$ cat src/vupt_pkg.sv
// shared types and constants for the video unit register port and timing block
// no dependencies; imported by vupt_core, vupt_out and the top level
`default_nettype none

package vupt_pkg;

    // request kinds carried in the func field
    localparam logic [1:0] FUNC_WRITE = 2'd0;
    localparam logic [1:0] FUNC_READ  = 2'd1;
    localparam logic [1:0] FUNC_TICK  = 2'd2;

    // register indexes that have an effect
    localparam logic [2:0] REG_CTRL   = 3'd0;
    localparam logic [2:0] REG_STATUS = 3'd2;
    localparam logic [2:0] REG_SCROLL = 3'd5;
    localparam logic [2:0] REG_ADDR   = 3'd6;
    localparam logic [2:0] REG_DATA   = 3'd7;

    // which store the data port reaches
    localparam logic [1:0] TGT_PAT = 2'd0;
    localparam logic [1:0] TGT_NT  = 2'd1;
    localparam logic [1:0] TGT_PAL = 2'd2;

    // what the result stage has to build
    localparam logic [1:0] KIND_NONE   = 2'd0;
    localparam logic [1:0] KIND_STATUS = 2'd1;
    localparam logic [1:0] KIND_DATA   = 2'd2;

    localparam int PAT_DEPTH = 8192;
    localparam int NT_DEPTH  = 2048;
    localparam int PAL_DEPTH = 32;
    localparam int PAT_AW    = 13;
    localparam int NT_AW     = 11;
    localparam int PAL_AW    = 5;

    localparam logic [8:0] DOTS_PER_LINE  = 9'd341;
    localparam logic [8:0] VISIBLE_LINES  = 9'd240;
    localparam logic [8:0] VBLANK_LINE    = 9'd241;
    localparam logic [8:0] PRERENDER_LINE = 9'd261;
    localparam logic [8:0] LAST_FETCH_DOT = 9'd256;

    // status bits other than vblank never change from their reset value
    localparam logic [6:0] STATUS_LOW = 7'h20;

    typedef struct packed {
        logic       valid;
        logic [1:0] kind;
        logic [1:0] tgt;
        logic       vblank_old;
        logic       nmi;
        logic       vblank;
    } t_stage;

    typedef struct packed {
        logic                we_pat;
        logic                we_nt;
        logic                we_pal;
        logic                re;
        logic [PAT_AW-1:0]   a_pat;
        logic [NT_AW-1:0]    a_nt;
        logic [PAL_AW-1:0]   a_pal;
        logic [7:0]          wdata;
    } t_mem_cmd;

endpackage

`default_nettype wire

$ cat src/vupt_out.sv
// result stage: read buffer and the output register of the result channel
// uses vupt_pkg; takes the first stage from vupt_core and the ram read data
`default_nettype none

module vupt_out
    import vupt_pkg::*;
(
    input  wire logic       i_clk,
    input  wire logic       i_rst_n,
    input  wire t_stage     i_s1,
    input  wire logic [7:0] i_pat_q,
    input  wire logic [7:0] i_nt_q,
    input  wire logic [7:0] i_pal_q,
    input  wire logic       i_ready,
    output logic            o_take,
    output logic            o_valid,
    output logic [7:0]      o_read_data,
    output logic            o_nmi,
    output logic            o_vblank
);

    logic       r_valid, n_valid;
    logic [7:0] r_data, n_data;
    logic       r_nmi, n_nmi;
    logic       r_vb, n_vb;
    logic [7:0] r_rbuf, n_rbuf;
    logic [7:0] mem_q;

    assign o_take = i_s1.valid && (!r_valid || i_ready);

    always_comb begin
        unique case (i_s1.tgt)
            TGT_PAT: mem_q = i_pat_q;
            TGT_NT:  mem_q = i_nt_q;
            default: mem_q = i_pal_q;
        endcase
    end

    always_comb begin
        n_valid = r_valid;
        n_data  = r_data;
        n_nmi   = r_nmi;
        n_vb    = r_vb;
        n_rbuf  = r_rbuf;
        if (r_valid && i_ready) begin
            n_valid = 1'b0;
        end
        if (o_take) begin
            n_valid = 1'b1;
            n_nmi   = i_s1.nmi;
            n_vb    = i_s1.vblank;
            unique case (i_s1.kind)
                KIND_STATUS: n_data = {i_s1.vblank_old, STATUS_LOW};
                KIND_DATA: begin
                    // palette reads bypass the buffer, the rest return the old buffer
                    n_data = (i_s1.tgt == TGT_PAL) ? mem_q : r_rbuf;
                    n_rbuf = mem_q;
                end
                default: n_data = 8'd0;
            endcase
        end
    end

    always_ff @(posedge i_clk) begin
        if (!i_rst_n) begin
            r_valid <= 1'b0;
            r_rbuf  <= 8'd0;
        end else begin
            r_valid <= n_valid;
            r_rbuf  <= n_rbuf;
        end
        r_data <= n_data;
        r_nmi  <= n_nmi;
        r_vb   <= n_vb;
    end

    assign o_valid     = r_valid;
    assign o_read_data = r_data;
    assign o_nmi       = r_nmi;
    assign o_vblank    = r_vb;

endmodule

`default_nettype wire

$ cat config.mk
export PLATFORM = sky130hd
export DESIGN_NAME = vupt_out
export DESIGN_NICKNAME = d
export VERILOG_FILES = /design/src/vupt_pkg.sv /design/src/vupt_out.sv
export SDC_FILE = /design/constraint.sdc
export NUM_CORES = 1
export LEC_CHECK = 0
export BUFFER_PORTS_ARGS = -buffer_cell sky130_fd_sc_hd__buf_2
export CORE_MARGIN = 1.5
export CORE_UTILIZATION = 45
export CTS_CLUSTER_SIZE = 8
export DETAILED_ROUTE_END_ITERATION = 10
export PLACE_DENSITY = 0.78
export SETUP_SLACK_MARGIN = 0.1
export SLEW_MARGIN = 25
export SYNTH_ARGS = -nofsm -noshare
export SYNTH_HDL_FRONTEND = slang
export SYNTH_SLANG_ARGS = --single-unit
$ cat constraint.sdc
create_clock -name i_clk -period 1.34 [get_ports i_clk]
set_clock_uncertainty 0.1 [all_clocks]
set_input_delay 0.134 -clock i_clk [delete_from_list [all_inputs] [get_ports i_clk]]
set_output_delay 0.134 -clock i_clk [all_outputs]
set_load 0.01 [all_outputs]
==> impl_metrics.yaml <==
status:
  status: "completed"
clocking:
  clockBufferDepth: 2
  cts_tree: "done"
  clk_latency_ps: 290
  cts-root-buf: "clkbuf_4"
  cts_buffers: 3
  path_clk_slew_ps: 110
  h-tree-depth: 1
  clock_sinks: 19
yosys:
  synth_top_area_share_pct: 30.30
  synthesis.nets: 131
  yosys_register_bits: 19
  synth_area_leader_cell: "edfxtp_1"
  syn_area_um2: 991.0
  syn_area_per_cell_um2: 10.54
  ys.warnings.count: 0
  synthDistinctLibCells: 25
  synth_seq_area_share_pct: 48.48
  synth_area_leaders: "edfxtp_1 30%, dfxtp_1 18%, mux2_2 9.1%"
  synthCells: 94
global_routing:
  grt_first_pass_wirelength_um: 3719
  grt_pass1_vias: 854
  gr-total-overflow: 0
  antenna_found_initial: 0
  grt_max_degree: 12
  grt.total_usage_pct: 19.83
final_layout:
  final_cell_mix: "45 x buf_2, 14 x nand2_1, 10 x inv_1, 10 x edfxtp_1, 9 x buf_4"
  area_growth_pct: 37.50
  final_common_cell: "buf_2"
  post-route-util_pct: 67.39
  nNetsFinal: 191
  diodes: 0
  drive_gt1_share_pct: 46.41
timing:
  hold_viol: 0
  fin_crit_sh_pct: 89.90
  finalSetupTns_ps: 0
  slew_violations: 0
  tightest_slew_ps: 360.9
  fin_ws_ps: 135.3
  max_slew_margin_pct: 75.94
  final.min_clock_period_ps: 1205
  timing.fmax_ghz: 0.8301
  setup_viol: 0
  rsz0062_at_grt: "true"
job:
  max-cap-violations: 0
power:
  ir_worst_vdd_mv: 0.4022
  leakage_nw: 0.6126
  power_density_mw_per_mm2: 862.1
  p_total_mw: 1.175
floorplanning:
  dieArea_mm2: 0.002493
  chipHeight_um: 49.93
  io_pins: 47
  core_mm2: 0.002022
  chipWidth_um: 49.93
  std_cell_rows: 16
  initial_core_util_pct: 49.01
place:
  numPortBuffers: 46
  gp_congestion: 0.8598
  dp_hpwl_um: 1743
  pre_cts_ws_ps: 2.718
drt:
  detail-route-antenna-nets: 0
  post_drt_wl_per_cell_um: 12.83
  first_pass_iters: 4
  viasPerCell: 5.067
  drc: 0
  vias: 912
  drt-initial-drc-count: 26
  routed_wirelength_um: 2310
setup_path:
  start_kind: "flip-flop"
  worst_setup_path_end_kind: "output pin"
  cp.arrival_ps: 970
  cp.required_ps: 1110
  critPathMaxFanout: 3
  critical_path_class: "reg -> out"
worst_hold_path:
  hold_class: "in -> reg"
-- power by group --
group	internal [mW]	switching, mW
registers	0.642	0.00949
logic	0.128	0.112
clock network	0.111	0.171
total	0.881	0.293
-- path summary, 6_finish.rpt --
check	startpoint	to	slack [ps]	cells after the start
worst max-delay path	o_valid$_SDFFE_PN0P_	o_take	140	3
worst min-delay path	i_pal_q[3]	r_rbuf[3]$_SDFFE_PN0P_	40	3
worst max register to register	o_valid$_SDFFE_PN0P_	r_rbuf[7]$_SDFFE_PN0P_	170	3
worst min register to register	r_rbuf[6]$_SDFFE_PN0P_	r_rbuf[6]$_SDFFE_PN0P_	390	2
-- sequential cells by signal (all words and copies together) (netlist names) --
| register | count |
|---|---|
| o_vblank | 1 |
| o_read_data | 8 |
| o_nmi | 1 |
| r_rbuf | 8 |
| o_valid | 1 |
-- through the flow --
stage                     cell area, um2  std cells  hold WS (ps)
after global routing                1363        180         57.75
after floorplan                    992.2         94         132.9
after detailed placement            1271        170         212.6
after CTS                           1349        179         37.54
after global placement              1271        170         211.1
final                               1363        180         43.39
-- critical path: stages, from the launching register on --
cell and delay [ps]:
dfxtp_2 340, nand2b_1 70, and2_4 150, buf_6 110
-- cell usage after synthesis --
master    instances
dfxtp_1           9
nand3_2           1
a31oi_1           1
nor2_1            1
mux2_2            8
clkbuf_1          1
a21oi_1           5
mux2i_1           8
ha_1              2
and2b_1           1
nand3_1           1
o21ai_2           1
nand2b_1          3
o22ai_1           8
and4b_1           1
buf_6             3
inv_1            10
a311oi_1          1
a21boi_1          1
and2_1            1
nand4_1           1
nand2_1          14
o21a_1            1
edfxtp_1         10
nor2b_1           1
-- layer usage --
layer	GRT usage, %	vias up	share of wire (%)
met1	24.66	416	43
met4	9.722	0	2.6
li1	-	451	-
met3	2.121	6	4.9
met5	0	-	0
met2	34.00	39	50
-- logic make-up (layout without fill, tap and decap cells) --
kind of cell / after synthesis / count (layout) / synth area share, %
adders and majority gates: 2 / 2 / 2.525
and+or+nand+nor: 25 / 25 / 12.75
buffers and inverters: 14 / 73 / 7.576
AOI/OAI and AO/OA: 18 / 18 / 11.49
muxes: 16 / 16 / 17.17
DFF: 19 / 19 / 48.48
-- layout make-up --
type,instances,area [um2]
Multi-Input combinational cell,61,437.9
Inverter,10,37.54
Timing Repair Buffer,59,344.1
Clock buffer,3,22.52
Fill cell,161,659.4
Sequential cell,19,481.7
Clock inverter,1,5.005
Tap cell,27,33.78
-- timing repair --
item	CTS	global route
endpoints found under the hold margin	3	0
hold buffers	4	0
setup buffers	1	1
setup endpoints to repair	1	1
pin swaps	1	0
gates resized for setup	2	1
Note: power is estimated with default switching activity, not from simulation.
