**config.mk**
```make
export PLATFORM = sky130hd
export DESIGN_NAME = vupt_ram
export DESIGN_NICKNAME = d
export VERILOG_FILES = /design/src/vupt_ram.sv
export SDC_FILE = /design/constraint.sdc
export NUM_CORES = 1
export LEC_CHECK = 0
export BUFFER_PORTS_ARGS = -buffer_cell sky130_fd_sc_hd__clkbuf_2
export CAP_MARGIN = 20
export CELL_PAD_IN_SITES_DETAIL_PLACEMENT = 0
export CELL_PAD_IN_SITES_GLOBAL_PLACEMENT = 2
export CORE_MARGIN = 8
export CORE_UTILIZATION = 45
export DETAILED_ROUTE_END_ITERATION = 16
export PLACE_DENSITY_LB_ADDON = 0.05
export SYNTH_ARGS = -nofsm -noshare
export SYNTH_HDL_FRONTEND = slang
export SYNTH_SLANG_ARGS = --single-unit
```
**constraint.sdc**
```tcl
create_clock -name i_clk -period 6.5 [get_ports i_clk]
set_clock_uncertainty 0.15 [all_clocks]
set_input_delay 0.65 -clock i_clk [delete_from_list [all_inputs] [get_ports i_clk]]
set_output_delay 0.65 -clock i_clk [all_outputs]
set_load 0.01 [all_outputs]
```
**src/vupt_ram.sv**
```systemverilog
// generic single-write, single-read ram with registered read data
// no dependencies
`default_nettype none

module vupt_ram #(
    parameter int WIDTH = 8,
    parameter int DEPTH = 32,
    localparam int AW = $clog2(DEPTH)
) (
    input  wire logic             i_clk,
    input  wire logic             i_we,
    input  wire logic [AW-1:0]    i_waddr,
    input  wire logic [WIDTH-1:0] i_wdata,
    input  wire logic             i_re,
    input  wire logic [AW-1:0]    i_raddr,
    output logic      [WIDTH-1:0] o_rdata
);

    logic [WIDTH-1:0] r_mem [DEPTH];

    always_ff @(posedge i_clk) begin
        if (i_we) begin
            r_mem[i_waddr] <= i_wdata;
        end
        if (i_re) begin
            o_rdata <= r_mem[i_raddr];
        end
    end

endmodule

`default_nettype wire

```
==> results of run 1 <==
[worst max-delay path: stages]
cell and delay, ps:
buf_4 670, buf_4 550, mux4_2 600, mux4_2 530
mux2_2 280
[logic make-up after synthesis]
| kind of cell | synth area share (%) |
|---|---|
| flip-flops | 78.23 |
| buffers and inverters | 1.049 |
| AND/OR/NAND/NOR | 2.050 |
| multiplexers | 18.67 |
[layout by cell type (no fill, tap or decap), drive strengths merged]
cell type / n
edfxtp: 264
mux4: 80
clkbuf: 61
nor2: 33
clkinv: 10
mux2: 8
nand3b: 5
or3b: 3
bufinv: 3
buf: 3
nand3: 2
nand2: 1
or3: 1
[power breakdown]
part           internal, mW  leakage [nW]  switching [mW]
sequential             1.90          2.38         0.00812
clock                 0.925         0.431           0.623
combinational        0.0726         0.720           0.102
total                  2.90          3.54           0.733
[stage by stage]
| step | power [mW] | std cells |
|---|---|---|
| floorplan | 2.044 | 417 |
| global placement | 2.121 | 712 |
| detailed placement | 2.125 | 712 |
| CTS | 3.671 | 759 |
| global route | 3.737 | 759 |
| finish | 3.632 | 759 |
[routing by layer]
metal / track usage (%) / routed length [µm] / vias to the layer above / part of all wire (%)
li1: - / - / 1863 / -
met1: 23.90 / 10090 / 2338 / 46
met2: 24.03 / 9923 / 140 / 46
met3: 2.781 / 1330 / 34 / 6.1
met4: 3.992 / 416 / 0 / 1.9
met5: 0 / 0 / - / 0
[sequential cells by signal (all words and copies together), names as in the netlist]
name,count
o_rdata,8
r_mem,256
[area by class of cell]
class | instances | area, µm² | share of cell area, %
timing repair buffer | 30 | 157.7 | 1.379
clock buffer | 34 | 744.5 | 6.514
sequential | 264 | 7928 | 69.37
tap | 285 | 356.6 | 3.120
multi-input combinational | 133 | 2100 | 18.37
clock inverter | 13 | 142.6 | 1.248
[how the worst max path moves through the flow]
stage          slack [ps]    endpoint        from  depth (start not counted)
6_report             3300  o_rdata[5]  i_raddr[0]                          5
2_1_floorplan        3760  o_rdata[0]  i_raddr[2]                          5
4_1_cts              3200  o_rdata[5]  i_raddr[0]                          5
3_3_place_gp         2640  o_rdata[5]  i_raddr[0]                          5
5_1_grt              3080  o_rdata[5]  i_raddr[0]                          5
3_5_place_dp         2630  o_rdata[5]  i_raddr[0]                          5
==> key figures, run 1 <==
Timing
  • Worst setup slack after layout: around 3300 ps
  • WHS: about 390 ps
  • Fmax: 312.1 MHz
  • Final hold violation count: 0
  • Endpoints failing setup: 0
  • Setup TNS: 0 ps
  • Final worst path period share: between 40% and 50%
  • Tmin final: between 3000 and 4000 ps
  • Slew Viols, Final: 0
  • Relative slew slack: approximately a third
  • Unrepaired setup endpoints after global routing: no
  • Worst-margin pin slew: between 900 and 1000 ps

Synth
  • Cell accounting for the most synthesized area: edfxtp_1
  • EDFF count, synth: about 260
  • Post-synthesis area per instance: ~24 µm²
  • Synth Instances: approximately 420
  • Synth cell types: 14
  • Top cells by count, synth: edfxtp_1 (264), mux4_2 (80), nor2_1 (33), mux2_2 (8)
  • Area contributors post-synth: edfxtp_1 (78%), mux4_2 (18%), nor2_1 (1.2%), mux2_2 (0.89%), buf_4 (0.44%)
  • Top-count cell post-synth: edfxtp_1
  • Mapped Area: slightly above 10,000 µm²
  • Ys async rst share: 0%
  • Net count after synthesis: about 440
  • Register area share after synthesis: approximately four fifths
  • Top_reg_cell synth: edfxtp_1
  • Syn. warnings: 0
  • Flops & latches, synth: 264
  • Share of the synthesized area in the top cell type: between 70% and 80%

Die
  • Rows: 55
  • Die W: 166.1 µm
  • Die Ht: roughly 170 µm
  • Die area: 27,580 µm²
  • Starting density of the core: ~45%
  • Io pins: 29
  • Placeable Area: approximately 22,000 µm²

Power and ir drop
  • Leak Pwr: 3.536 nW
  • Peak supply drop: between 0.0002 and 0.00025 V
  • Pwr/cell area: between 300 and 400 nW/µm²

Finish
  • Fraction of layout cells with a size suffix above 1: 32.91%
  • Synth-to-layout area growth: 12.78%
  • Layout Utilization: 51.10%
  • FILL cells: 1,751
  • Nets: between 400 and 500
  • Diodes inserted: 0
  • Post-layout instance area: roughly 11,000 µm²

Setup path
  • CP endpoint kind: register
  • CP required: about 6600 ps
  • CP max FO: between 40 and 50
  • R2R Setup Slk: about 4400 ps
  • Crit Path Category: primary input to register
  • R2r endpoint: o_rdata[2]
  • Arr. time, crit path: about 3300 ps
  • R2R Path Start: r_mem[21][2]
  • Kind of start point of the critical path: primary input
  • Reg2Reg Depth: 3

CTS
  • Total clock sinks: ~260
  • CTS max path bufs: 3
  • Clock-pin slew on the worst setup and hold paths: approximately 60 ps
  • Post-CTS setup repair buffer count: 0
  • Root Buffer: clkbuf_16
  • CTS H-tree depth: 1
  • Inserted Clock Buffers: 28
  • Post-cts gate resize count: 0
  • CTS tree: built
  • Hold-fix buffer count after cts: 0
  • Later-pin clock latency in the skew report: approximately 530 ps

Routing
  • Post-route ant nets: 0
  • Drt total wl: 21.76 mm
  • Wire per inst: roughly 29 µm
  • Via count: 4,375
  • Remaining DRCs: 0
  • Drt initial violations: 441
  • Via-to-Cell Ratio: between 5 and 6
  • First drt pass iteration count: 4

Global route
  • GRT Util Overall: between 10% and 20%
  • Vias in the first global route: 4,655
  • Largest net degree at the start of global routing: 43
  • First-pass GRT wire length: around 32 mm
  • Initial antenna violation count: 0
  • Overflow after GRT: 0

Placement
  • RePlAce Congestion: around 0.7
  • IO Port Bufs: 28
  • Area post-placement: between 10,000 and 15,000 µm²
  • Pre-CTS WS: between 2000 and 3000 ps
  • Final HPWL DP: around 13 mm

Flow run
  • Max_cap viols: 0

Run status
  • Status: finished, final reports clean

Min path
  • Worst Min Path Start: i_re
  • Type of the worst min-delay path: primary input to register
  • Hold depth: 1
  • Hold EP: o_rdata[5]
(Power assumes the default switching activity.)
==> run 2: changes to the inputs <==
--- a/config.mk
+++ b/config.mk
@@ -5,12 +5,13 @@
 export SDC_FILE = /design/constraint.sdc
 export NUM_CORES = 1
 export LEC_CHECK = 0
+export ABC_AREA = 1
 export BUFFER_PORTS_ARGS = -buffer_cell sky130_fd_sc_hd__clkbuf_2
 export CAP_MARGIN = 20
 export CELL_PAD_IN_SITES_DETAIL_PLACEMENT = 0
 export CELL_PAD_IN_SITES_GLOBAL_PLACEMENT = 2
 export CORE_MARGIN = 8
-export CORE_UTILIZATION = 45
+export CORE_UTILIZATION = 39
 export DETAILED_ROUTE_END_ITERATION = 16
 export PLACE_DENSITY_LB_ADDON = 0.05
 export SYNTH_ARGS = -nofsm -noshare
==> constraint.sdc (replaced) <==
create_clock -name i_clk -period 2.9 [get_ports i_clk]
set_clock_uncertainty 0.15 [all_clocks]
set_input_delay 0.29 -clock i_clk [delete_from_list [all_inputs] [get_ports i_clk]]
set_output_delay 0.29 -clock i_clk [all_outputs]
set_load 0.01 [all_outputs]
==> run 2 against run 1 <==
Sequential share of layout area shrank 5.3 points. Total power increased by 130%. Largest power group unchanged. Critical path depth is 6 higher. Global-route usage rose by 0.98 points.
==> key figures, run 2 <==
Setup path
  • CP max stage delay: 350 ps (was 670 ps)
  • CP delay by family, top: buffers and inverters (was multiplexers)
  • CP endpoint kind: register (unchanged)
  • CP required: 3050 ps (was 6630 ps)
  • Kind of start point of the critical path: primary input (unchanged)
  • R2R Setup Slk: 1430 ps (was 4390 ps)
  • CP max FO: 26 (was 42)
  • Crit-path most repeated cell: nand2_1
  • Slowest CP cell: clkinv_2 (was buf_4)
  • Arr. time, crit path: 1830 ps (was 3340 ps)
  • Crit Path Category: primary input to register (unchanged)
  • CP cell instances: buf_4, clkinv_2, buf_4, nand2_1, nand3_1, nand3_1, nand2_1, nand2_1, nand2_1, nand2_1, nand2_1 (was buf_4, buf_4, mux4_2, mux4_2, mux2_2)
  • Critical path buffers and inverters: 3 (was 2)

Global route
  • Initial antenna violation count: 0 (unchanged)
  • Overflow after GRT: 0 (unchanged)
  • GRT Util Overall: 16.96% (was 15.98%)
  • Largest net degree at the start of global routing: 129 (was 43)
  • First-pass GRT wire length: 42.88 mm (was 32.36 mm)
  • Vias in the first global route: 6,811 (was 4,655)

Finish
  • Largest Register: r_mem (unchanged)
  • Diodes inserted: 0 (unchanged)
  • Nets: 996 (was 478)
  • Leading cell type in the layout, fill and taps excluded: nand2_1 (was edfxtp_1)
  • Fraction of layout cells with a size suffix above 1: 11.27% (was 32.91%)
  • Top Registers: r_mem x256, o_rdata x8 (unchanged)
  • Most frequent cells in the layout: nand2_1 (360), edfxtp_1 (264), nand3_1 (204) (was edfxtp_1 (264), mux4_2 (80), nor2_1 (33))
  • Synth-to-layout area growth: 13.89% (was 12.78%)
  • Post-layout instance area: 12,380 µm² (was 11,430 µm²)
  • Max reg flops: 256 (unchanged)

CTS
  • Clock-pin slew on the worst setup and hold paths: 60 ps (about the same)
  • Total clock sinks: 264 (unchanged)
  • CTS H-tree depth: 1 (unchanged)
  • CTS max path bufs: 3 (unchanged)
  • CTS tree: built (unchanged)
  • Hold-fix buffer count after cts: 0 (unchanged)
  • Later-pin clock latency in the skew report: 540 ps (was 530 ps)
  • Root Buffer: clkbuf_16 (unchanged)
  • Inserted Clock Buffers: 29 (was 28)
  • Post-CTS setup repair buffer count: 0 (unchanged)
  • Post-cts gate resize count: 0 (unchanged)

Timing
  • Setup TNS: 0 ps (unchanged)
  • Relative slew slack: 37.58% (was 33.45%)
  • Unrepaired setup endpoints after global routing: no (unchanged)
  • Tmin final: ~1700 ps
  • Fmax: between 500 and 600 MHz
  • WHS: 24.23 ps (was 393.5 ps)
  • Endpoints failing setup: 0 (unchanged)
  • Slew Viols, Final: 0 (unchanged)
  • Worst-margin pin slew: 936.3 ps (was 994.6 ps)
  • Final hold violation count: 0 (unchanged)
  • Final worst path period share: about three fifths

Power and ir drop
  • Peak supply drop: 0.0004486 V (was 0.0002083 V)
  • Pwr/cell area: 669.8 nW/µm² (was 317.8 nW/µm²)
  • Leak Pwr: 4.590 nW (was 3.536 nW)
  • Overall power: 8.289 mW (was 3.632 mW)

Synth
  • Ys async rst share: 0% (unchanged)
  • Post-synthesis area per instance: 11.79 µm² (was 24.30 µm²)
  • Synth Instances: 922 (was 417)
  • Adder-Cell Fraction of Synth Area: 0% (unchanged)
  • Area contributors post-synth: edfxtp_1 (73%), nand2_1 (12%), nand3_1 (9.4%), buf_6 (2.5%), nor2_1 (1.1%) (was edfxtp_1 (78%), mux4_2 (18%), nor2_1 (1.2%), mux2_2 (0.89%), buf_4 (0.44%))
  • Top-count cell post-synth: nand2_1 (was edfxtp_1)
  • Share of the synthesized area in the top cell type: 72.95% (was 78.23%)
  • Largest family of logic cells by synthesized area: simple AND/OR/NAND/NOR gates (was multiplexers)
  • Flops & latches, synth: 264 (unchanged)
  • Top cells by count, synth: nand2_1 (360), edfxtp_1 (264), nand3_1 (204), nor2_1 (32), buf_6 (24) (was edfxtp_1 (264), mux4_2 (80), nor2_1 (33), mux2_2 (8))
  • EDFF count, synth: 264 (unchanged)
  • Syn. warnings: 0 (unchanged)
  • Post-synthesis mux area share: 0% (was 18.67%)
  • Cell accounting for the most synthesized area: edfxtp_1 (unchanged)
  • Synth Area in XOR/XNOR: 0% (unchanged)
  • Mapped Area: 10,870 µm² (was 10,130 µm²)
  • Top_reg_cell synth: edfxtp_1 (unchanged)
  • Net count after synthesis: 943 (was 438)
  • Fraction of the mapped netlist area in compound gates: 0% (unchanged)
  • Synth Area in Simple Gates: 22.94% (was 2.050%)
  • Synth cell types: 11 (was 14)
  • Register area share after synthesis: 72.95% (was 78.23%)

Run status
  • Status: finished, final reports clean (unchanged)

Die
  • Die W: 182.9 µm (was 166.1 µm)
  • Io pins: 29 (unchanged)
  • Starting density of the core: 39.33% (was 45.31%)
  • Rows: 61 (was 55)
  • Die area: 33,460 µm² (was 27,580 µm²)
  • Die Ht: 182.9 µm (was 166.1 µm)
  • Placeable Area: 27,630 µm² (was 22,370 µm²)

Routing
  • Via count: 6,894 (was 4,375)
  • Remaining DRCs: 0 (unchanged)
  • Wire per inst: 20.85 µm (was 28.67 µm)
  • Post-route ant nets: 0 (unchanged)
  • Via-to-Cell Ratio: 5.025 (was 5.764)
  • First drt pass iteration count: 5 (was 4)
  • Drt initial violations: 464 (was 441)
  • Drt total wl: 28.60 mm (was 21.76 mm)

Placement
  • Area post-placement: 11,480 µm² (was 10,540 µm²)
  • Final HPWL DP: 16.73 mm (was 13.18 mm)
  • RePlAce Congestion: 0.7561 (was 0.7024)
  • IO Port Bufs: 28 (unchanged)

Min path
  • Type of the worst min-delay path: primary input to register (unchanged)

Flow run
  • Max_cap viols: 0 (unchanged)
run 2: area by class of cell:
| class | instances | area (µm²) |
|---|---|---|
| clock buffer | 37 | 755.7 |
| timing repair buffer | 74 | 550.5 |
| clock inverter | 13 | 137.6 |
| fill | 2655 | 15250 |
| tap | 378 | 473.0 |
| multi-input combinational | 596 | 2492 |
| sequential | 264 | 7928 |
| inverter | 10 | 38.79 |
run 2: layer usage:
layer  vias up  GRT usage (%)  routed length, µm
met3        41          2.295               1313
met5         -              0                  0
li1       3310              -                  -
met4         0          4.457                587
met2       163          27.69              13460
met1      3380          23.56              13240
run 2: logic make-up after synthesis:
kind of cell,after synthesis
and+or+nand+nor,596
DFF,264
buffers and inverters,62
run 2: worst min-delay path: cells and delay by family:
family                 cells  cell delay (ps)
AND/OR/NAND/NOR            2              120
buffers and inverters      1              190
run 2: power breakdown:
group	internal, mW	leakage, nW	switching [mW]
Sequential	4.26	2.39	0.0171
Combinational	0.136	1.78	0.387
Clock	2.08	0.427	1.40
run 2: path summary, 6_finish.rpt:
path,startpoint,depth (start not counted),end
worst min-delay path,i_raddr[4],3,o_rdata[3]
worst max register to register,r_mem[25][2],8,o_rdata[2]
worst min register to register,r_mem[16][5],8,o_rdata[5]
worst max-delay path,i_raddr[0],11,o_rdata[5]
run 2: metrics by stage:
stage	util, %	cells	setup WS, ps
after floorplan	-	922	1426
after global placement	41.56	1322	666.5
after detailed placement	41.56	1322	665.5
after CTS	44.79	1372	1250
after global routing	44.79	1372	1111
final	44.79	1372	1216
==> run 3: changes to the inputs <==
--- a/config.mk
+++ b/config.mk
@@ -11,7 +11,7 @@
 export CELL_PAD_IN_SITES_DETAIL_PLACEMENT = 0
 export CELL_PAD_IN_SITES_GLOBAL_PLACEMENT = 2
 export CORE_MARGIN = 8
-export CORE_UTILIZATION = 39
+export CORE_UTILIZATION = 43
 export DETAILED_ROUTE_END_ITERATION = 16
 export PLACE_DENSITY_LB_ADDON = 0.05
 export SYNTH_ARGS = -nofsm -noshare
==> constraint.sdc (replaced) <==
create_clock -name i_clk -period 1.7 [get_ports i_clk]
set_clock_uncertainty 0.15 [all_clocks]
set_input_delay 0.17 -clock i_clk [delete_from_list [all_inputs] [get_ports i_clk]]
set_output_delay 0.17 -clock i_clk [all_outputs]
set_load 0.01 [all_outputs]
==> run 3 against run 2 <==
Clock power up 64%. Flip-flop and latch count unchanged. Sequential share of layout area down 1.4 points. Critical path type is now register to output port. Critical endpoint is now o_rdata[4]. Largest power group unchanged.
==> key figures, run 3 (synthesis results as in run 2) <==
Run status
  • Status: finished, final reports clean (unchanged)

Setup path
  • Slowest CP cell: edfxtp_1 (was clkinv_2)
  • Arr. time, crit path: 1170 ps (was 1830 ps)
  • CP max FO: 1 (was 26)
  • Crit Path Category: register to output port (was primary input to register)
  • CP cell instances: clkbuf_2 (was buf_4, clkinv_2, buf_4, nand2_1, nand3_1, nand3_1, nand2_1, nand2_1, nand2_1, nand2_1, nand2_1)
  • Kind of start point of the critical path: register (was primary input)
  • CP delay by family, top: flip-flops (was buffers and inverters)
  • CP endpoint kind: output port (was register)
  • CP required: 1380 ps (was 3050 ps)
  • Critical path buffers and inverters: 1 (was 3)
  • CP max stage delay: 460 ps (was 350 ps)

Placement
  • Final HPWL DP: 17.30 mm (was 16.73 mm)
  • RePlAce Congestion: 0.7640 (was 0.7561)
  • Placed cells: 1,298 (was 1,322)
  • IO Port Bufs: 28 (unchanged)

Timing
  • Tmin final: 1492 ps
  • Unrepaired setup endpoints after global routing: no (unchanged)
  • Slew Viols, Final: 0 (unchanged)
  • Endpoints failing setup: 0 (unchanged)
  • Final worst path period share: between 80% and 90%
  • Relative slew slack: 67.10% (was 37.58%)
  • Fmax: approximately 670 MHz
  • Worst-margin pin slew: 493.5 ps (was 936.3 ps)
  • WHS: 19.82 ps (was 24.23 ps)
  • Final hold violation count: 0 (unchanged)

Routing
  • Remaining DRCs: 0 (unchanged)
  • Wire per inst: 21.01 µm (was 20.85 µm)
  • Drt initial violations: 558 (was 464)
  • Via-to-Cell Ratio: 5.240 (was 5.025)
  • Metal3 WL: 1.338 mm (was 1.313 mm)
  • Wire length on met1: 13.55 mm (was 13.24 mm)
  • Via count: 7,074 (was 6,894)
  • First drt pass iteration count: 5 (unchanged)
  • Drt total wl: 28.36 mm (was 28.60 mm)
  • Met2 routed WL: 13.00 mm (was 13.46 mm)
  • Top Metal Used: met4 (unchanged)
  • Post-route ant nets: 0 (unchanged)

Die
  • Die W: 175.0 µm (was 182.9 µm)
  • Starting density of the core: 43.53% (was 39.33%)
  • Die area: 30,610 µm² (was 33,460 µm²)
  • Placeable Area: 24,960 µm² (was 27,630 µm²)
  • Io pins: 29 (unchanged)
  • Rows: 58 (was 61)
  • Die Ht: 175.0 µm (was 182.9 µm)

CTS
  • CTS tree: built (unchanged)
  • Total clock sinks: 264 (unchanged)
  • Clock-pin slew on the worst setup and hold paths: 60 ps (about the same)
  • Post-CTS setup repair buffer count: 0 (unchanged)
  • Root Buffer: clkbuf_16 (unchanged)
  • CTS max path bufs: 3 (unchanged)
  • Later-pin clock latency in the skew report: 540 ps (about the same)
  • CTS H-tree depth: 1 (unchanged)
  • Inserted Clock Buffers: 28 (was 29)

Finish
  • Largest Register: r_mem (unchanged)
  • Top Registers: r_mem x256, o_rdata x8 (unchanged)
  • Synth-to-layout area growth: 16.36% (was 13.89%)
  • Max reg flops: 256 (unchanged)
  • Leading cell type in the layout, fill and taps excluded: nand2_1 (unchanged)
  • Fraction of layout cells with a size suffix above 1: 13.04% (was 11.27%)
  • Diodes inserted: 0 (unchanged)
  • Nets: 1,023 (was 996)
  • Finished Layout Cells: 1,350 (was 1,372)
  • Most frequent cells in the layout: nand2_1 (360), edfxtp_1 (264), nand3_1 (204) (unchanged)

Global route
  • Vias in the first global route: 7,191 (was 6,811)
  • First-pass GRT wire length: 43.50 mm (was 42.88 mm)
  • GRT Util Overall: 18.51% (was 16.96%)
  • Initial antenna violation count: 0 (unchanged)
  • Overflow after GRT: 0 (unchanged)
  • Largest net degree at the start of global routing: 64 (was 129)

Flow run
  • Max_cap viols: 0 (unchanged)

Min path
  • Type of the worst min-delay path: primary input to register (unchanged)

Power and ir drop
  • Overall power: 14.01 mW (was 8.289 mW)
  • Peak supply drop: 0.0007772 V (was 0.0004486 V)
  • Pwr/cell area: 1108 nW/µm² (was 669.8 nW/µm²)
  • Leak Pwr: 4.764 nW (was 4.590 nW)
## run 3: routing by layer
layer / vias to the layer above / GRT usage, %
met1: 3478 / 26.67
met2: 189 / 29.59
met4: 0 / 4.062
met5: - / 0
li1: 3366 / -
met3: 41 / 2.331
## run 3: repair_timing
item | in CTS | in global routing
endpoints found under the hold margin | 37 | 0
hold buffers | 4 | 0
resized for setup | 0 | 0
## run 3: final cells by class
cell class,instances,area [µm²]
Sequential cell,264,7928
Multi-Input combinational cell,596,2492
Clock inverter,11,96.34
Fill cell,2266,12320
Timing Repair Buffer,102,920.9
Inverter,10,38.79
Clock buffer,37,755.7
Tap cell,330,412.9
## run 3: worst register-to-register path: stages (launching register included)
cell	delay [ps]
edfxtp_1	360
nand2_1	80
nand3_1	80
nand3_1	150
nand2_1	120
nand2_1	110
nand2_1	60
nand2_1	60
nand2_1	50
## run 3: final timing paths
check               startpoint            to  slack [ps]  cells past startpoint
setup / recovery    o_rdata[4]    o_rdata[4]         210                      1
hold / removal      i_wdata[2]  r_mem[25][2]          20                      2
setup reg to reg  r_mem[17][5]    o_rdata[5]         260                      8
hold reg to reg   r_mem[10][4]    o_rdata[4]         700                      8
## run 3: through the flow
stage	setup slack, ps	utilization, %	TNS [ps]	area [µm²]
final	207.9	50.65	0	12640
after global routing	133.5	50.65	0	12640
after CTS	194.3	50.65	0	12640
after detailed placement	-93.85	47.08	-451.1	11750
after global placement	-117.3	47.08	-391.8	11750
after floorplan	346.0	-	0	10870
## run 3: power by group
group | switching, mW | internal (mW)
combinational | 0.675 | 0.311
sequential | 0.0300 | 7.26
clock | 2.35 | 3.38
