$ cat config.mk
export PLATFORM = sky130hd
export DESIGN_NAME = vupt_core
export DESIGN_NICKNAME = d
export VERILOG_FILES = /design/src/vupt_pkg.sv /design/src/vupt_core.sv
export SDC_FILE = /design/constraint.sdc
export NUM_CORES = 1
export LEC_CHECK = 0
export BUFFER_PORTS_ARGS = -buffer_cell sky130_fd_sc_hd__clkbuf_2
export CORE_ASPECT_RATIO = 0.5
export CORE_MARGIN = 3
export CORE_UTILIZATION = 29
export DETAILED_ROUTE_END_ITERATION = 7
export HOLD_SLACK_MARGIN = 0.15
export MAX_ROUTING_LAYER = met4
export PLACE_DENSITY = 0.54
export SLEW_MARGIN = 10
export SYNTH_ARGS = -nofsm -noshare
export SYNTH_HDL_FRONTEND = slang
export SYNTH_SLANG_ARGS = --single-unit
$ cat constraint.sdc
create_clock -name i_clk -period 3.3 [get_ports i_clk]
set_input_delay 0.165 -clock i_clk [delete_from_list [all_inputs] [get_ports i_clk]]
set_output_delay 0.165 -clock i_clk [all_outputs]
set_load 0.01 [all_outputs]
$ cat src/vupt_pkg.sv
// shared types and constants for the video unit register port and timing block
// no dependencies; imported by vupt_core, vupt_out and the top level
`default_nettype none

package vupt_pkg;

    // request kinds carried in the func field
    localparam logic [1:0] FUNC_WRITE = 2'd0;
    localparam logic [1:0] FUNC_READ  = 2'd1;
    localparam logic [1:0] FUNC_TICK  = 2'd2;

    // register indexes that have an effect
    localparam logic [2:0] REG_CTRL   = 3'd0;
    localparam logic [2:0] REG_STATUS = 3'd2;
    localparam logic [2:0] REG_SCROLL = 3'd5;
    localparam logic [2:0] REG_ADDR   = 3'd6;
    localparam logic [2:0] REG_DATA   = 3'd7;

    // which store the data port reaches
    localparam logic [1:0] TGT_PAT = 2'd0;
    localparam logic [1:0] TGT_NT  = 2'd1;
    localparam logic [1:0] TGT_PAL = 2'd2;

    // what the result stage has to build
    localparam logic [1:0] KIND_NONE   = 2'd0;
    localparam logic [1:0] KIND_STATUS = 2'd1;
    localparam logic [1:0] KIND_DATA   = 2'd2;

    localparam int PAT_DEPTH = 8192;
    localparam int NT_DEPTH  = 2048;
    localparam int PAL_DEPTH = 32;
    localparam int PAT_AW    = 13;
    localparam int NT_AW     = 11;
    localparam int PAL_AW    = 5;

    localparam logic [8:0] DOTS_PER_LINE  = 9'd341;
    localparam logic [8:0] VISIBLE_LINES  = 9'd240;
    localparam logic [8:0] VBLANK_LINE    = 9'd241;
    localparam logic [8:0] PRERENDER_LINE = 9'd261;
    localparam logic [8:0] LAST_FETCH_DOT = 9'd256;

    // status bits other than vblank never change from their reset value
    localparam logic [6:0] STATUS_LOW = 7'h20;

    typedef struct packed {
        logic       valid;
        logic [1:0] kind;
        logic [1:0] tgt;
        logic       vblank_old;
        logic       nmi;
        logic       vblank;
    } t_stage;

    typedef struct packed {
        logic                we_pat;
        logic                we_nt;
        logic                we_pal;
        logic                re;
        logic [PAT_AW-1:0]   a_pat;
        logic [NT_AW-1:0]    a_nt;
        logic [PAL_AW-1:0]   a_pal;
        logic [7:0]          wdata;
    } t_mem_cmd;

endpackage

`default_nettype wire

$ cat src/vupt_core.sv
// register port, address logic, dot timing and store clearing pass
// uses vupt_pkg; drives the ram commands and the first result stage
`default_nettype none

module vupt_core
    import vupt_pkg::*;
(
    input  wire logic        i_clk,
    input  wire logic        i_rst_n,
    input  wire logic        i_valid,
    output logic             o_ready,
    input  wire logic [1:0]  i_func,
    input  wire logic [2:0]  i_reg_index,
    input  wire logic [7:0]  i_write_data,
    input  wire logic        i_cfg_we,
    input  wire logic        i_cfg_wdata,
    input  wire logic        i_s1_take,
    output t_stage           o_s1,
    output t_mem_cmd         o_mem
);

    logic        r_ctrl_nmi, n_ctrl_nmi;
    logic        r_ctrl_inc, n_ctrl_inc;
    logic        r_vblank, n_vblank;
    logic [14:0] r_cur, n_cur;
    logic [14:0] r_tmp, n_tmp;
    logic        r_toggle, n_toggle;
    logic [8:0]  r_dot, n_dot;
    logic [8:0]  r_line, n_line;
    logic        r_nmi, n_nmi;
    logic        r_mirror;
    logic        r_clearing, n_clearing;
    logic [PAT_AW-1:0] r_clr_cnt, n_clr_cnt;
    t_stage      r_s1, n_s1;

    logic        acc;
    logic [8:0]  dot_inc;
    logic        visible;
    logic        do_cx;
    logic        do_y;
    logic [14:0] cur_x;
    logic [14:0] cur_adv;
    logic [13:0] port_a;
    logic [1:0]  port_tgt;

    function automatic logic [14:0] f_coarse_x(input logic [14:0] a);
        logic [14:0] r;
        r = a;
        if (a[4:0] == 5'd31) begin
            r[4:0] = 5'd0;
            r[10]  = ~a[10];
        end else begin
            r[4:0] = a[4:0] + 5'd1;
        end
        return r;
    endfunction

    function automatic logic [14:0] f_incr_y(input logic [14:0] a);
        logic [14:0] r;
        logic [4:0]  y;
        r = a;
        y = a[9:5];
        if (a[14:12] != 3'd7) begin
            r[14:12] = a[14:12] + 3'd1;
        end else begin
            r[14:12] = 3'd0;
            if (y == 5'd29) begin
                y     = 5'd0;
                r[11] = ~a[11];
            end else if (y == 5'd31) begin
                y = 5'd0;
            end else begin
                y = y + 5'd1;
            end
            r[9:5] = y;
        end
        return r;
    endfunction

    // horizontal pairs tables 0,1 and 2,3; vertical pairs 0,2 and 1,3
    function automatic logic [NT_AW-1:0] f_nt_index(input logic [13:0] a, input logic mirror);
        logic tbl;
        tbl = mirror ? a[10] : a[11];
        return {tbl, a[9:0]};
    endfunction

    // backdrop entries of the sprite palettes alias the background ones
    function automatic logic [PAL_AW-1:0] f_pal_index(input logic [13:0] a);
        logic [PAL_AW-1:0] p;
        p = a[4:0];
        if (p[4] && (p[1:0] == 2'd0)) begin
            p[4] = 1'b0;
        end
        return p;
    endfunction

    assign o_ready = !r_clearing && (!r_s1.valid || i_s1_take);
    assign acc     = i_valid && o_ready;
    assign o_s1    = r_s1;

    assign dot_inc = r_dot + 9'd1;
    assign visible = r_line < VISIBLE_LINES;
    assign do_cx   = visible && (dot_inc[2:0] == 3'd0) && (dot_inc <= LAST_FETCH_DOT);
    assign do_y    = visible && (dot_inc == LAST_FETCH_DOT);
    assign cur_x   = do_cx ? f_coarse_x(r_cur) : r_cur;
    assign cur_adv = r_cur + (r_ctrl_inc ? 15'd32 : 15'd1);

    assign port_a  = r_cur[13:0];
    always_comb begin
        if (!port_a[13]) begin
            port_tgt = TGT_PAT;
        end else if (port_a[13:8] != 6'h3F) begin
            port_tgt = TGT_NT;
        end else begin
            port_tgt = TGT_PAL;
        end
    end

    always_comb begin
        n_ctrl_nmi = r_ctrl_nmi;
        n_ctrl_inc = r_ctrl_inc;
        n_vblank   = r_vblank;
        n_cur      = r_cur;
        n_tmp      = r_tmp;
        n_toggle   = r_toggle;
        n_dot      = r_dot;
        n_line     = r_line;
        n_nmi      = r_nmi;
        n_clearing = r_clearing;
        n_clr_cnt  = r_clr_cnt;
        n_s1       = r_s1;

        o_mem.we_pat = 1'b0;
        o_mem.we_nt  = 1'b0;
        o_mem.we_pal = 1'b0;
        o_mem.re     = 1'b0;
        o_mem.a_pat  = port_a[PAT_AW-1:0];
        o_mem.a_nt   = f_nt_index(port_a, r_mirror);
        o_mem.a_pal  = f_pal_index(port_a);
        o_mem.wdata  = i_write_data;

        if (i_s1_take) begin
            n_s1.valid = 1'b0;
        end

        // zero all three stores, one address a cycle, before taking requests
        if (r_clearing) begin
            o_mem.we_pat = 1'b1;
            o_mem.we_nt  = 1'b1;
            o_mem.we_pal = 1'b1;
            o_mem.a_pat  = r_clr_cnt;
            o_mem.a_nt   = r_clr_cnt[NT_AW-1:0];
            o_mem.a_pal  = r_clr_cnt[PAL_AW-1:0];
            o_mem.wdata  = 8'd0;
            n_clr_cnt    = r_clr_cnt + 1'b1;
            if (r_clr_cnt == {PAT_AW{1'b1}}) begin
                n_clearing = 1'b0;
            end
        end

        if (acc) begin
            n_s1.valid      = 1'b1;
            n_s1.kind       = KIND_NONE;
            n_s1.tgt        = port_tgt;
            n_s1.vblank_old = r_vblank;

            unique case (i_func)
                FUNC_WRITE: begin
                    unique case (i_reg_index)
                        REG_CTRL: begin
                            n_ctrl_nmi    = i_write_data[7];
                            n_ctrl_inc    = i_write_data[2];
                            n_tmp[11:10]  = i_write_data[1:0];
                        end
                        REG_SCROLL: begin
                            if (!r_toggle) begin
                                n_tmp[4:0] = i_write_data[7:3];
                            end else begin
                                n_tmp[14:12] = i_write_data[2:0];
                                n_tmp[9:5]   = i_write_data[7:3];
                            end
                            n_toggle = !r_toggle;
                        end
                        REG_ADDR: begin
                            if (!r_toggle) begin
                                n_tmp[14]   = 1'b0;
                                n_tmp[13:8] = i_write_data[5:0];
                            end else begin
                                n_tmp[7:0] = i_write_data;
                                n_cur      = {r_tmp[14:8], i_write_data};
                            end
                            n_toggle = !r_toggle;
                        end
                        REG_DATA: begin
                            o_mem.we_pat = (port_tgt == TGT_PAT);
                            o_mem.we_nt  = (port_tgt == TGT_NT);
                            o_mem.we_pal = (port_tgt == TGT_PAL);
                            n_cur        = cur_adv;
                        end
                        default: begin
                        end
                    endcase
                end
                FUNC_READ: begin
                    if (i_reg_index == REG_STATUS) begin
                        n_s1.kind = KIND_STATUS;
                        n_vblank  = 1'b0;
                        n_toggle  = 1'b0;
                        n_nmi     = 1'b0;
                    end else if (i_reg_index == REG_DATA) begin
                        n_s1.kind = KIND_DATA;
                        o_mem.re  = 1'b1;
                        n_cur     = cur_adv;
                    end
                end
                FUNC_TICK: begin
                    n_cur = do_y ? f_incr_y(cur_x) : cur_x;
                    n_nmi = 1'b0;
                    if ((r_line == VBLANK_LINE) && (dot_inc == 9'd1)) begin
                        n_vblank = 1'b1;
                        n_nmi    = r_ctrl_nmi;
                    end
                    if ((r_line == PRERENDER_LINE) && (dot_inc == 9'd1)) begin
                        n_vblank = 1'b0;
                    end
                    if (dot_inc >= DOTS_PER_LINE) begin
                        n_dot  = 9'd0;
                        n_line = (r_line == PRERENDER_LINE) ? 9'd0 : r_line + 9'd1;
                    end else begin
                        n_dot = dot_inc;
                    end
                end
                default: begin
                end
            endcase

            n_s1.nmi    = n_nmi;
            n_s1.vblank = n_vblank;
        end
    end

    always_ff @(posedge i_clk) begin
        if (!i_rst_n) begin
            r_ctrl_nmi <= 1'b0;
            r_ctrl_inc <= 1'b0;
            r_vblank   <= 1'b1;
            r_cur      <= '0;
            r_tmp      <= '0;
            r_toggle   <= 1'b0;
            r_dot      <= '0;
            r_line     <= '0;
            r_nmi      <= 1'b0;
            r_mirror   <= 1'b0;
            r_clearing <= 1'b1;
            r_clr_cnt  <= '0;
            r_s1       <= '0;
        end else begin
            r_ctrl_nmi <= n_ctrl_nmi;
            r_ctrl_inc <= n_ctrl_inc;
            r_vblank   <= n_vblank;
            r_cur      <= n_cur;
            r_tmp      <= n_tmp;
            r_toggle   <= n_toggle;
            r_dot      <= n_dot;
            r_line     <= n_line;
            r_nmi      <= n_nmi;
            r_clearing <= n_clearing;
            r_clr_cnt  <= n_clr_cnt;
            r_s1       <= n_s1;
            if (i_cfg_we) begin
                r_mirror <= i_cfg_wdata;
            end
        end
    end

endmodule

`default_nettype wire

==> results of run 1 <==
## per-stage QoR
step / power (mW) / instances / utilization (%)
finish: 1.972 / 936 / 34.83
global placement: 0.9938 / 913 / 32.60
floorplan: 0.9378 / 667 / -
CTS: 1.991 / 935 / 34.77
global route: 2.055 / 936 / 34.83
detailed placement: 0.9948 / 913 / 32.60
## worst paths after layout
| kind | slack [ns] | depth (start not counted) | from | to |
|---|---|---|---|---|
| max reg2reg | 0.52 | 8 | r_dot[0] | r_dot[2] |
| min reg2reg | 0.46 | 2 | o_s1[6] | o_s1[6] |
| max | 0.52 | 8 | r_dot[0] | r_dot[2] |
| min | 0.15 | 3 | i_write_data[2] | r_tmp[14] |
## power by group through the flow
stage               Sequential, mW  Combinational [mW]  Clock [mW]
floorplan                    0.834               0.104           0
global placement             0.836               0.158           0
detailed placement           0.836               0.159           0
CTS                          0.818               0.165        1.01
global route                 0.818               0.183        1.05
finish                       0.818               0.167       0.988
## metal layers
| layer | vias up | share of wire (%) | track usage [%] |
|---|---|---|---|
| met3 | 8 | 4.0 | 3.768 |
| met4 | 0 | 0.64 | 2.573 |
| met1 | 2361 | 49 | 21.79 |
| li1 | 2491 | - | - |
| met2 | 121 | 46 | 25.27 |
| met5 | - | 0 | - |
## repair_timing
action	4_1_cts	5_1_grt
hold buffers	6	1
hold endpoints to repair	5	1
resized for setup	0	0
## kinds of logic (layout without fill, tap and decap cells)
family / Yosys count / after routing / synth area share, %
muxes: 33 / 33 / 6.834
buffers and inverters: 82 / 124 / 7.679
xor gates and xnor gates: 24 / 24 / 4.175
adders and majority gates: 21 / 21 / 5.219
and+or+nand+nor: 290 / 290 / 28.98
DFF: 67 / 67 / 26.64
AOI/OAI and AO/OA: 150 / 150 / 20.48
## flip-flops by register name, summed over array words and instances (netlist names), 7 cells and up, named ones only
name and count:
o_s1 7, r_clr_cnt 13, r_cur 15, r_dot 9, r_line 9, r_tmp 7
## area by class of cell
type | instances | area [sq um]
fill | 1783 | 10870
clock buffer | 9 | 225.2
inverter | 22 | 82.58
multi-input combinational | 518 | 3307
sequential | 67 | 1341
tap | 227 | 284.0
timing repair buffer | 86 | 493.0
clock inverter | 7 | 76.32
## placed cells by master (no fill, tap or decap), drive strengths merged, types with 17 or more instances in the layout
cell | Yosys | layout
clkbuf | 34 | 77
dfxtp | 67 | 67
o21ai | 33 | 33
mux2i | 22 | 22
nand3 | 46 | 46
nor2b | 17 | 17
nand2 | 83 | 83
a21oi | 33 | 33
ha | 21 | 21
nor2 | 47 | 47
inv | 21 | 23
## worst min-delay path: stages
cell,delay (ns)
clkbuf_2,0.14
nand3_1,0.08
a21oi_1,0.06
==> impl_metrics.yaml, run 1 <==
outcome:
  status: "completed"
critical_path:
  max_stage_delay_ns: 0.47
  crit_path_end_kind: "flip-flop"
  cp.required_ns: 3.52
  cp-start-kind: "flip-flop"
  crit_fanout: 12
  crit_path_cell_trace: "inv_1, ha_1, nor3b_1, o32ai_1, a22o_1, o2bb2ai_2, o21ai_0, a2111oi_0"
  critPathBufInv: 1
  crit_family: "compound AO/OA/AOI/OAI gates"
  critPathArrivalTime_ns: 3.01
  cp_slowest_cell: "o2bb2ai_2"
  critPathKind: "flip-flop to flip-flop"
power:
  powerDensity_nw_per_um2: 339.5
  p_seq_share_pct: 41.5
  leakage_nw: 2.285
  power_frac_comb_pct: 8.5
  power.switching_uw: 512.1
  power_frac_clock_pct: 50.1
  p_sw_share_pct: 25.97
  ir_drop_mv: 0.2673
  p_int_mw: 1.460
timing:
  max_freq_ghz: 0.3594
  finalCritPeriodShare_pct: 84.31
  tns_ns: 0
  fin_worst_skew_ns: 0.007988
  finalMaxSlewViolations: 0
  worst_slew_pin_slew_ns: 0.9572
  slew_headroom_pct: 36.18
  setup_slack_ns: 0.5178
  setup_viol_count_final: 0
  finalHoldViolCount: 0
  hold_ws_ns: 0.1518
  period_needed_ns: 2.782
  rsz0062_at_grt: "false"
detailed_routing:
  firstDrtPassIters: 4
  ant_nets: 0
  drt_iter0_markers: 274
  wire_per_inst_microns: 15.87
  drt-vias-per-instance: 5.322
  vias: 4981
  drc: 0
  routed_wl_mm: 14.86
hold_path:
  worstHoldPathType: "primary input to flip-flop"
synthesis:
  synth_cells: 667
  ys_top_cells_by_count: "nand2_1 (83), dfxtp_1 (67), nor2_1 (47)"
  avgSynthCellArea_sq_um: 7.548
  synthTopCellsByArea: "dfxtp_1 (27%), nand2_1 (6.2%), ha_1 (5.2%)"
  synth.distinct_cells: 68
  synth_fp_nets: 707
  yosysMostFrequentCell: "nand2_1"
  synth_top_area_share_pct: 26.64
  synth-seq-cells: 67
  async_flop_share_pct: 0
  ys_warn_count: 0
  synth_top_flop_cell: "dfxtp_1"
  ys_seq_area_share_pct: 26.64
  synth_edf_count: 0
  netlist_area_sq_um: 5035
  yosysTopAreaCell: "dfxtp_1"
grt:
  grt_pass1_vias: 4590
  grt_first_pass_wirelength_mm: 24.05
  grt_max_degree: 41
  grt_overflow: 0
  grt_util_all_layers_pct: 16.18
  antenna_found_initial: 0
cells_and_area:
  fin_nets: 744
  syn_to_final_growth_pct: 15.38
  num_antenna_cells: 0
  drive_above_1_share_pct: 16.78
  finalInstanceArea_sq_um: 5809
clock_tree:
  post_cts_buffers: 0
  insertion_delay_ns: 0.34
  htreeDepth: 3
  clk_pin_slew_worst_paths_ns: 0.06
  cts.sinks: 67
  cts_tree: "done"
  clockBufferDepth: 2
  numCtsBuffers: 9
  ctsRootBufferMaster: "clkbuf_16"
floorplanning:
  design.die.area_sq_um: 19070
  die_h_microns: 99.17
  ios: 69
  die_w_microns: 192.3
  start_util_pct: 30.18
  core-area_sq_um: 16680
  fp-row-count: 33
place:
  routabilityCongestion: 0.8650
  placed_cell_area_sq_um: 5438
  pre_cts_slack_ns: 0.5447
  io_buffers: 68
  hpwl_mm: 10.78
job:
  cap_violations: 0
No activity file was read; power rests on OpenSTA's default activity.
==> run 2: changes to the inputs <==
--- a/config.mk
+++ b/config.mk
@@ -12,7 +12,7 @@
 export DETAILED_ROUTE_END_ITERATION = 7
 export HOLD_SLACK_MARGIN = 0.15
 export MAX_ROUTING_LAYER = met4
-export PLACE_DENSITY = 0.54
+export PLACE_DENSITY = 0.56
 export SLEW_MARGIN = 10
 export SYNTH_ARGS = -nofsm -noshare
 export SYNTH_HDL_FRONTEND = slang
==> constraint.sdc (replaced) <==
create_clock -name i_clk -period 2.35 [get_ports i_clk]
set_input_delay 0.1175 -clock i_clk [delete_from_list [all_inputs] [get_ports i_clk]]
set_output_delay 0.1175 -clock i_clk [all_outputs]
set_load 0.01 [all_outputs]
==> run 2 against run 1 <==
Net effect:
- count of clock-buffer cells in the layout is 1 higher
- critical path depth down 1
- critical endpoint is now r_line[7]
- critical path type unchanged
- combinational power grew 50%
- design area rose by 6.8%
- sequential power grew 41%
- via count is 3.8% higher
- wire length grew 5.6%
==> impl_metrics.yaml, run 2 (synthesis results as in run 1) <==
cells_and_area:
  fin_nets: 777
  final_common_cell: "nand2_1"
  multi_input_area_sq_um: 3363
  largest_register_ffs: 15
  n_fill_cell: 1765
  regArea_sq_um: 1344
  drive_above_1_share_pct: 21.02
  syn_to_final_growth_pct: 23.29
  mostFrequentLayoutCells: "nand2_1 (83), clkbuf_2 (68), dfxtp_1 (65)"
  top_register: "r_cur"
  num_antenna_cells: 0
  final_cells: 969
  reg_top3: "r_cur x15, r_clr_cnt x13"
grt:
  busiest_layer: "met2"
  grt_util_all_layers_pct: 17.10
  use_met1_pct: 22.62
  met2_usage_pct: 26.65
  grt_pass1_vias: 4950
  grt_first_pass_wirelength_mm: 25.50
  met3_usage_pct: 2.887
  antenna_found_initial: 0
  grt_overflow: 0
  grt_max_degree: 41
timing:
  finalMaxSlewViolations: 0
  max_freq_ghz: 0.4468
  slew_headroom_pct: 53.02
  setup_viol_count_final: 0
  fin_worst_skew_ns: 0.006293
  worst_slew_pin_slew_ns: 0.7003
  finalCritPeriodShare_pct: 95.24
  rsz0062_at_grt: "false"
  period_needed_ns: 2.238
  finalHoldViolCount: 0
  tns_ns: 0
clock_tree:
  insertion_delay_ns: 0.34
  htreeDepth: 3
  clk_pin_slew_worst_paths_ns: 0.06
  ctsRootBufferMaster: "clkbuf_16"
  cts.sinks: 67
  numCtsBuffers: 9
  clockBufferDepth: 2
  cts_tree: "done"
critical_path:
  reg2reg_from: "r_dot[1]"
  critPathBufInv: 0
  crit_path_end_kind: "flip-flop"
  crit_family: "simple AND/OR/NAND/NOR gates"
  cp.required_ns: 2.58
  cp-start-kind: "flip-flop"
  critPathArrivalTime_ns: 2.46
  timing.rr.end: "r_line[7]"
  crit_start: "r_dot[1]"
  rrSetupSlack_ns: 0.11
  crit_fanout: 6
  critPathKind: "flip-flop to flip-flop"
  cp_num_cells: 7
  worst_path_most_repeated_cell: "or4_4"
  max_stage_delay_ns: 0.51
  crit_end: "r_line[7]"
  cp_slowest_cell: "or4_4"
  reg2regPathDepth: 7
  crit_path_cell_trace: "ha_1, and3_1, nand2_1, or4_4, o2bb2ai_2, or4_4, mux2i_1"
detailed_routing:
  ant_nets: 0
  drt_iter0_markers: 337
  vias: 5168
  routed_wl_mm: 15.70
  drt-vias-per-instance: 5.333
  wire_per_inst_microns: 16.20
  drc: 0
  firstDrtPassIters: 5
job:
  cap_violations: 0
hold_path:
  worstHoldPathType: "primary input to flip-flop"
power:
  leakage_nw: 2.530
  powerDensity_nw_per_um2: 501.9
  ir_drop_mv: 0.3588
floorplanning:
  ios: 69
  core-area_sq_um: 16680
  die_w_microns: 192.3
  fp-row-count: 33
  start_util_pct: 30.18
  die_h_microns: 99.17
  design.die.area_sq_um: 19070
place:
  routabilityCongestion: 0.9027
  hpwl_mm: 11.47
  dpl.cell_count: 938
  io_buffers: 68
outcome:
  status: "completed"
## run 2: cell count changes in the layout (fill, tap and decap cells not counted), sizes merged, moves of 2 or more
cell / delta
inv: -2
bufinv: +3
buf: +27
dlygate4sd3: +5
## run 2: stage by stage
step | utilization (%) | setup slack (ns) | hold slack, ns | power, mW | cell area (sq um)
floorplan | - | 0.06152 | 0.2614 | 1.317 | 5035
global placement | 33.72 | 0.06587 | 0.3535 | 1.407 | 5625
detailed placement | 33.72 | -0.03705 | 0.3732 | 1.408 | 5625
CTS | 36.79 | 0.01835 | 0.2488 | 3.141 | 6137
global route | 37.21 | 0.003827 | 0.2775 | 3.218 | 6207
finish | 37.21 | 0.1118 | 0.2647 | 3.115 | 6207
## run 2: tightest hold or removal path, cell delays in order
cell and delay, ns:
clkbuf_2 0.09, buf_4 0.18, nand3_1 0.07, a311oi_1 0.08
## run 2: repair_timing
item,in CTS,in global routing
hold buffers,13,0
buffers inserted,0,2
resized for setup,1,14
endpoints found under the hold margin,10,0
endpoints found under the setup margin,1,22
pin swaps,0,1
## run 2: where the power goes
group	internal [mW]	leakage, nW	switching, mW	total, mW
sequential	1.14	0.541	0.00756	1.15
clock	1.17	0.179	0.542	1.72
combinational	0.0926	1.81	0.157	0.250
## run 2: cell type report
type,count,area share (%)
flip-flops and latches,67,21.65
multi-input cells,518,54.18
clock buffers,10,3.850
repair buffers,119,12.22
inverters,22,1.330
well taps,227,4.576
clock inverters,6,2.197
## run 2: per-layer routing
layer | vias to the layer above | routed length (microns)
met5 | - | 0
met4 | 0 | 393
met3 | 26 | 693
met2 | 127 | 7060
met1 | 2469 | 7548
li1 | 2546 | -
## run 2: how the worst min path moves through the flow
| stage | startpoint | endpoint | slack [ns] | depth (start not counted) |
|---|---|---|---|---|
| floorplan | i_write_data[2] | r_ctrl_inc | 0.26 | 2 |
| global placement | i_cfg_wdata | r_mirror | 0.35 | 3 |
| detailed placement | i_cfg_wdata | r_mirror | 0.37 | 3 |
| CTS | i_reg_index[2] | r_tmp[9] | 0.25 | 4 |
| global route | i_reg_index[2] | r_tmp[9] | 0.28 | 4 |
| finish | i_reg_index[2] | r_tmp[13] | 0.26 | 4 |
==> run 3: changes to the inputs <==
--- a/config.mk
+++ b/config.mk
@@ -6,13 +6,15 @@
 export NUM_CORES = 1
 export LEC_CHECK = 0
 export BUFFER_PORTS_ARGS = -buffer_cell sky130_fd_sc_hd__clkbuf_2
+export CELL_PAD_IN_SITES_DETAIL_PLACEMENT = 0
+export CELL_PAD_IN_SITES_GLOBAL_PLACEMENT = 1
 export CORE_ASPECT_RATIO = 0.5
 export CORE_MARGIN = 3
 export CORE_UTILIZATION = 29
 export DETAILED_ROUTE_END_ITERATION = 7
 export HOLD_SLACK_MARGIN = 0.15
 export MAX_ROUTING_LAYER = met4
-export PLACE_DENSITY = 0.56
+export PLACE_DENSITY = 0.69
 export SLEW_MARGIN = 10
 export SYNTH_ARGS = -nofsm -noshare
 export SYNTH_HDL_FRONTEND = slang
==> run 3 against run 2 <==
Net effect:
- power is 9.8% lower
- die area is the same
- clock skew is 0.0036 ns higher
- wire length grew 0.40%
- via count shrank 1.0%
- sequential share of layout area grew 0.31 points
- worst hold slack got worse by 0.076 ns
- utilization decreased by 0.45 points
- count of clock-buffer cells in the layout is 1 lower
==> impl_metrics.yaml, run 3 (synthesis results as in run 1) <==
timing:
  setup_viol_count_final: 0
  max_freq_ghz: 0.4439
  worst_slew_pin_slew_ns: 0.6285
  finalMaxSlewViolations: 0
  rsz0062_at_grt: "false"
  finalCritPeriodShare_pct: 95.86
  tns_ns: 0
  finalHoldViolCount: 0
  fin_worst_skew_ns: 0.009920
  period_needed_ns: 2.253
  hold_ws_ns: 0.1892
  slew_headroom_pct: 57.84
grt:
  grt_max_degree: 41
  grt_pass1_vias: 4770
  grt_overflow: 0
  grt_first_pass_wirelength_mm: 25.72
  grt_util_all_layers_pct: 17.37
  antenna_found_initial: 0
cells_and_area:
  final_cells: 967
  syn_to_final_growth_pct: 21.79
  final_common_cell: "nand2_1"
  reg_top3: "r_cur x15, r_clr_cnt x13"
  drive_above_1_share_pct: 20.54
  top_register: "r_cur"
  multi_input_area_sq_um: 3372
  largest_register_ffs: 15
  fin_nets: 775
  num_antenna_cells: 0
  n_fill_cell: 1792
  finalInstanceArea_sq_um: 6132
  mostFrequentLayoutCells: "nand2_1 (83), clkbuf_2 (68), dfxtp_1 (65)"
  regArea_sq_um: 1346
critical_path:
  critPathArrivalTime_ns: 2.48
  critPathKind: "flip-flop to flip-flop"
  critPathBufInv: 0
  cp_slowest_cell: "or4_4"
  crit_fanout: 5
  cp.required_ns: 2.58
  cp-start-kind: "flip-flop"
  crit_family: "simple AND/OR/NAND/NOR gates"
  worst_path_most_repeated_cell: "or4_4"
  crit_path_end_kind: "flip-flop"
  max_stage_delay_ns: 0.51
  crit_path_cell_trace: "ha_2, and3_1, nand2_1, or4_4, o2bb2ai_2, or4_4, mux2i_1"
floorplanning:
  core-area_sq_um: 16680
  ios: 69
  die_w_microns: 192.3
  design.die.area_sq_um: 19070
  fp-row-count: 33
  start_util_pct: 30.18
  die_h_microns: 99.17
detailed_routing:
  drt-vias-per-instance: 5.290
  ant_nets: 0
  firstDrtPassIters: 5
  routed_wl_mm: 15.76
  drc: 0
  vias: 5115
  wire_per_inst_microns: 16.29
  drt_iter0_markers: 387
outcome:
  status: "completed"
power:
  leakage_nw: 2.458
  ir_drop_mv: 0.3241
  finalPower_mw: 2.810
  powerDensity_nw_per_um2: 458.2
clock_tree:
  cts.sinks: 67
  ctsRootBufferMaster: "clkbuf_16"
  htreeDepth: 3
  numCtsBuffers: 9
  clk_pin_slew_worst_paths_ns: 0.06
  post_cts_buffers: 0
  cts_tree: "done"
  insertion_delay_ns: 0.35
  clockBufferDepth: 2
place:
  dpl.cell_count: 937
  placed_cell_area_sq_um: 5618
  routabilityCongestion: 0.8789
  io_buffers: 68
  hpwl_mm: 11.50
job:
  cap_violations: 0
hold_path:
  worstHoldPathType: "primary input to flip-flop"
[run 3: cell types whose count changed in the layout (fill, tap and decap cells not counted), sizes merged, moves of 2 or more]
cell,delta
bufinv,-3
dlygate4sd3,+2
clkinv,+2
buf,-3
clkinvlp,+2
[run 3: final cells by class]
class	instances	share of cell area, %
inverters	22	1.347
repair buffers	117	12.12
clock inverters	7	1.285
flip-flops and latches	67	21.95
multi-input cells	518	54.99
well taps	227	4.632
clock buffers	9	3.673
[run 3: path summary, 6_finish.rpt]
kind | from | end | slack [ns] | depth (start not counted)
worst min-delay path | i_write_data[0] | r_tmp[10] | 0.19 | 3
worst min register to register | o_s1[6] | o_s1[6] | 0.45 | 2
worst max register to register | r_dot[0] | r_line[7] | 0.1 | 7
worst max-delay path | r_dot[0] | r_line[7] | 0.1 | 7
[run 3: through the flow]
stage / worst slack, ns / util [%]
3_5_place_dp: 0.003971 / 33.68
5_1_grt: 0.001600 / 36.76
6_report: 0.09723 / 36.76
4_1_cts: 0.02372 / 36.38
3_3_place_gp: 0.01688 / 33.68
2_1_floorplan: 0.06152 / -
[run 3: repair_timing]
item                                    CTS  global route
hold endpoints to repair                 10             0
pin swaps                                 1             1
endpoints found under the setup margin    2            29
hold buffers                             14             0
resized for setup                         1            16
[run 3: power breakdown]
part           internal [mW]  total, mW  switching (mW)  leakage (nW)
Sequential              1.14       1.15         0.00730         0.542
Clock                  0.827       1.41           0.584         0.138
Combinational         0.0916      0.252           0.160          1.78
[run 3: metal layers]
layer | GRT usage (%) | vias to the layer above | wire (microns)
met5 | - | - | 0
met4 | 4.083 | 0 | 203
met3 | 3.204 | 15 | 795
met2 | 26.76 | 128 | 7166
met1 | 23.72 | 2411 | 7592
li1 | - | 2561 | -
[run 3: worst reg2reg max path, cell delays in order (launching register included)]
cell and delay [ns]:
dfxtp_2 0.36, ha_2 0.20, and3_1 0.20, nand2_1 0.09, or4_4 0.46, o2bb2ai_2 0.17, or4_4 0.51, mux2i_1 0.13
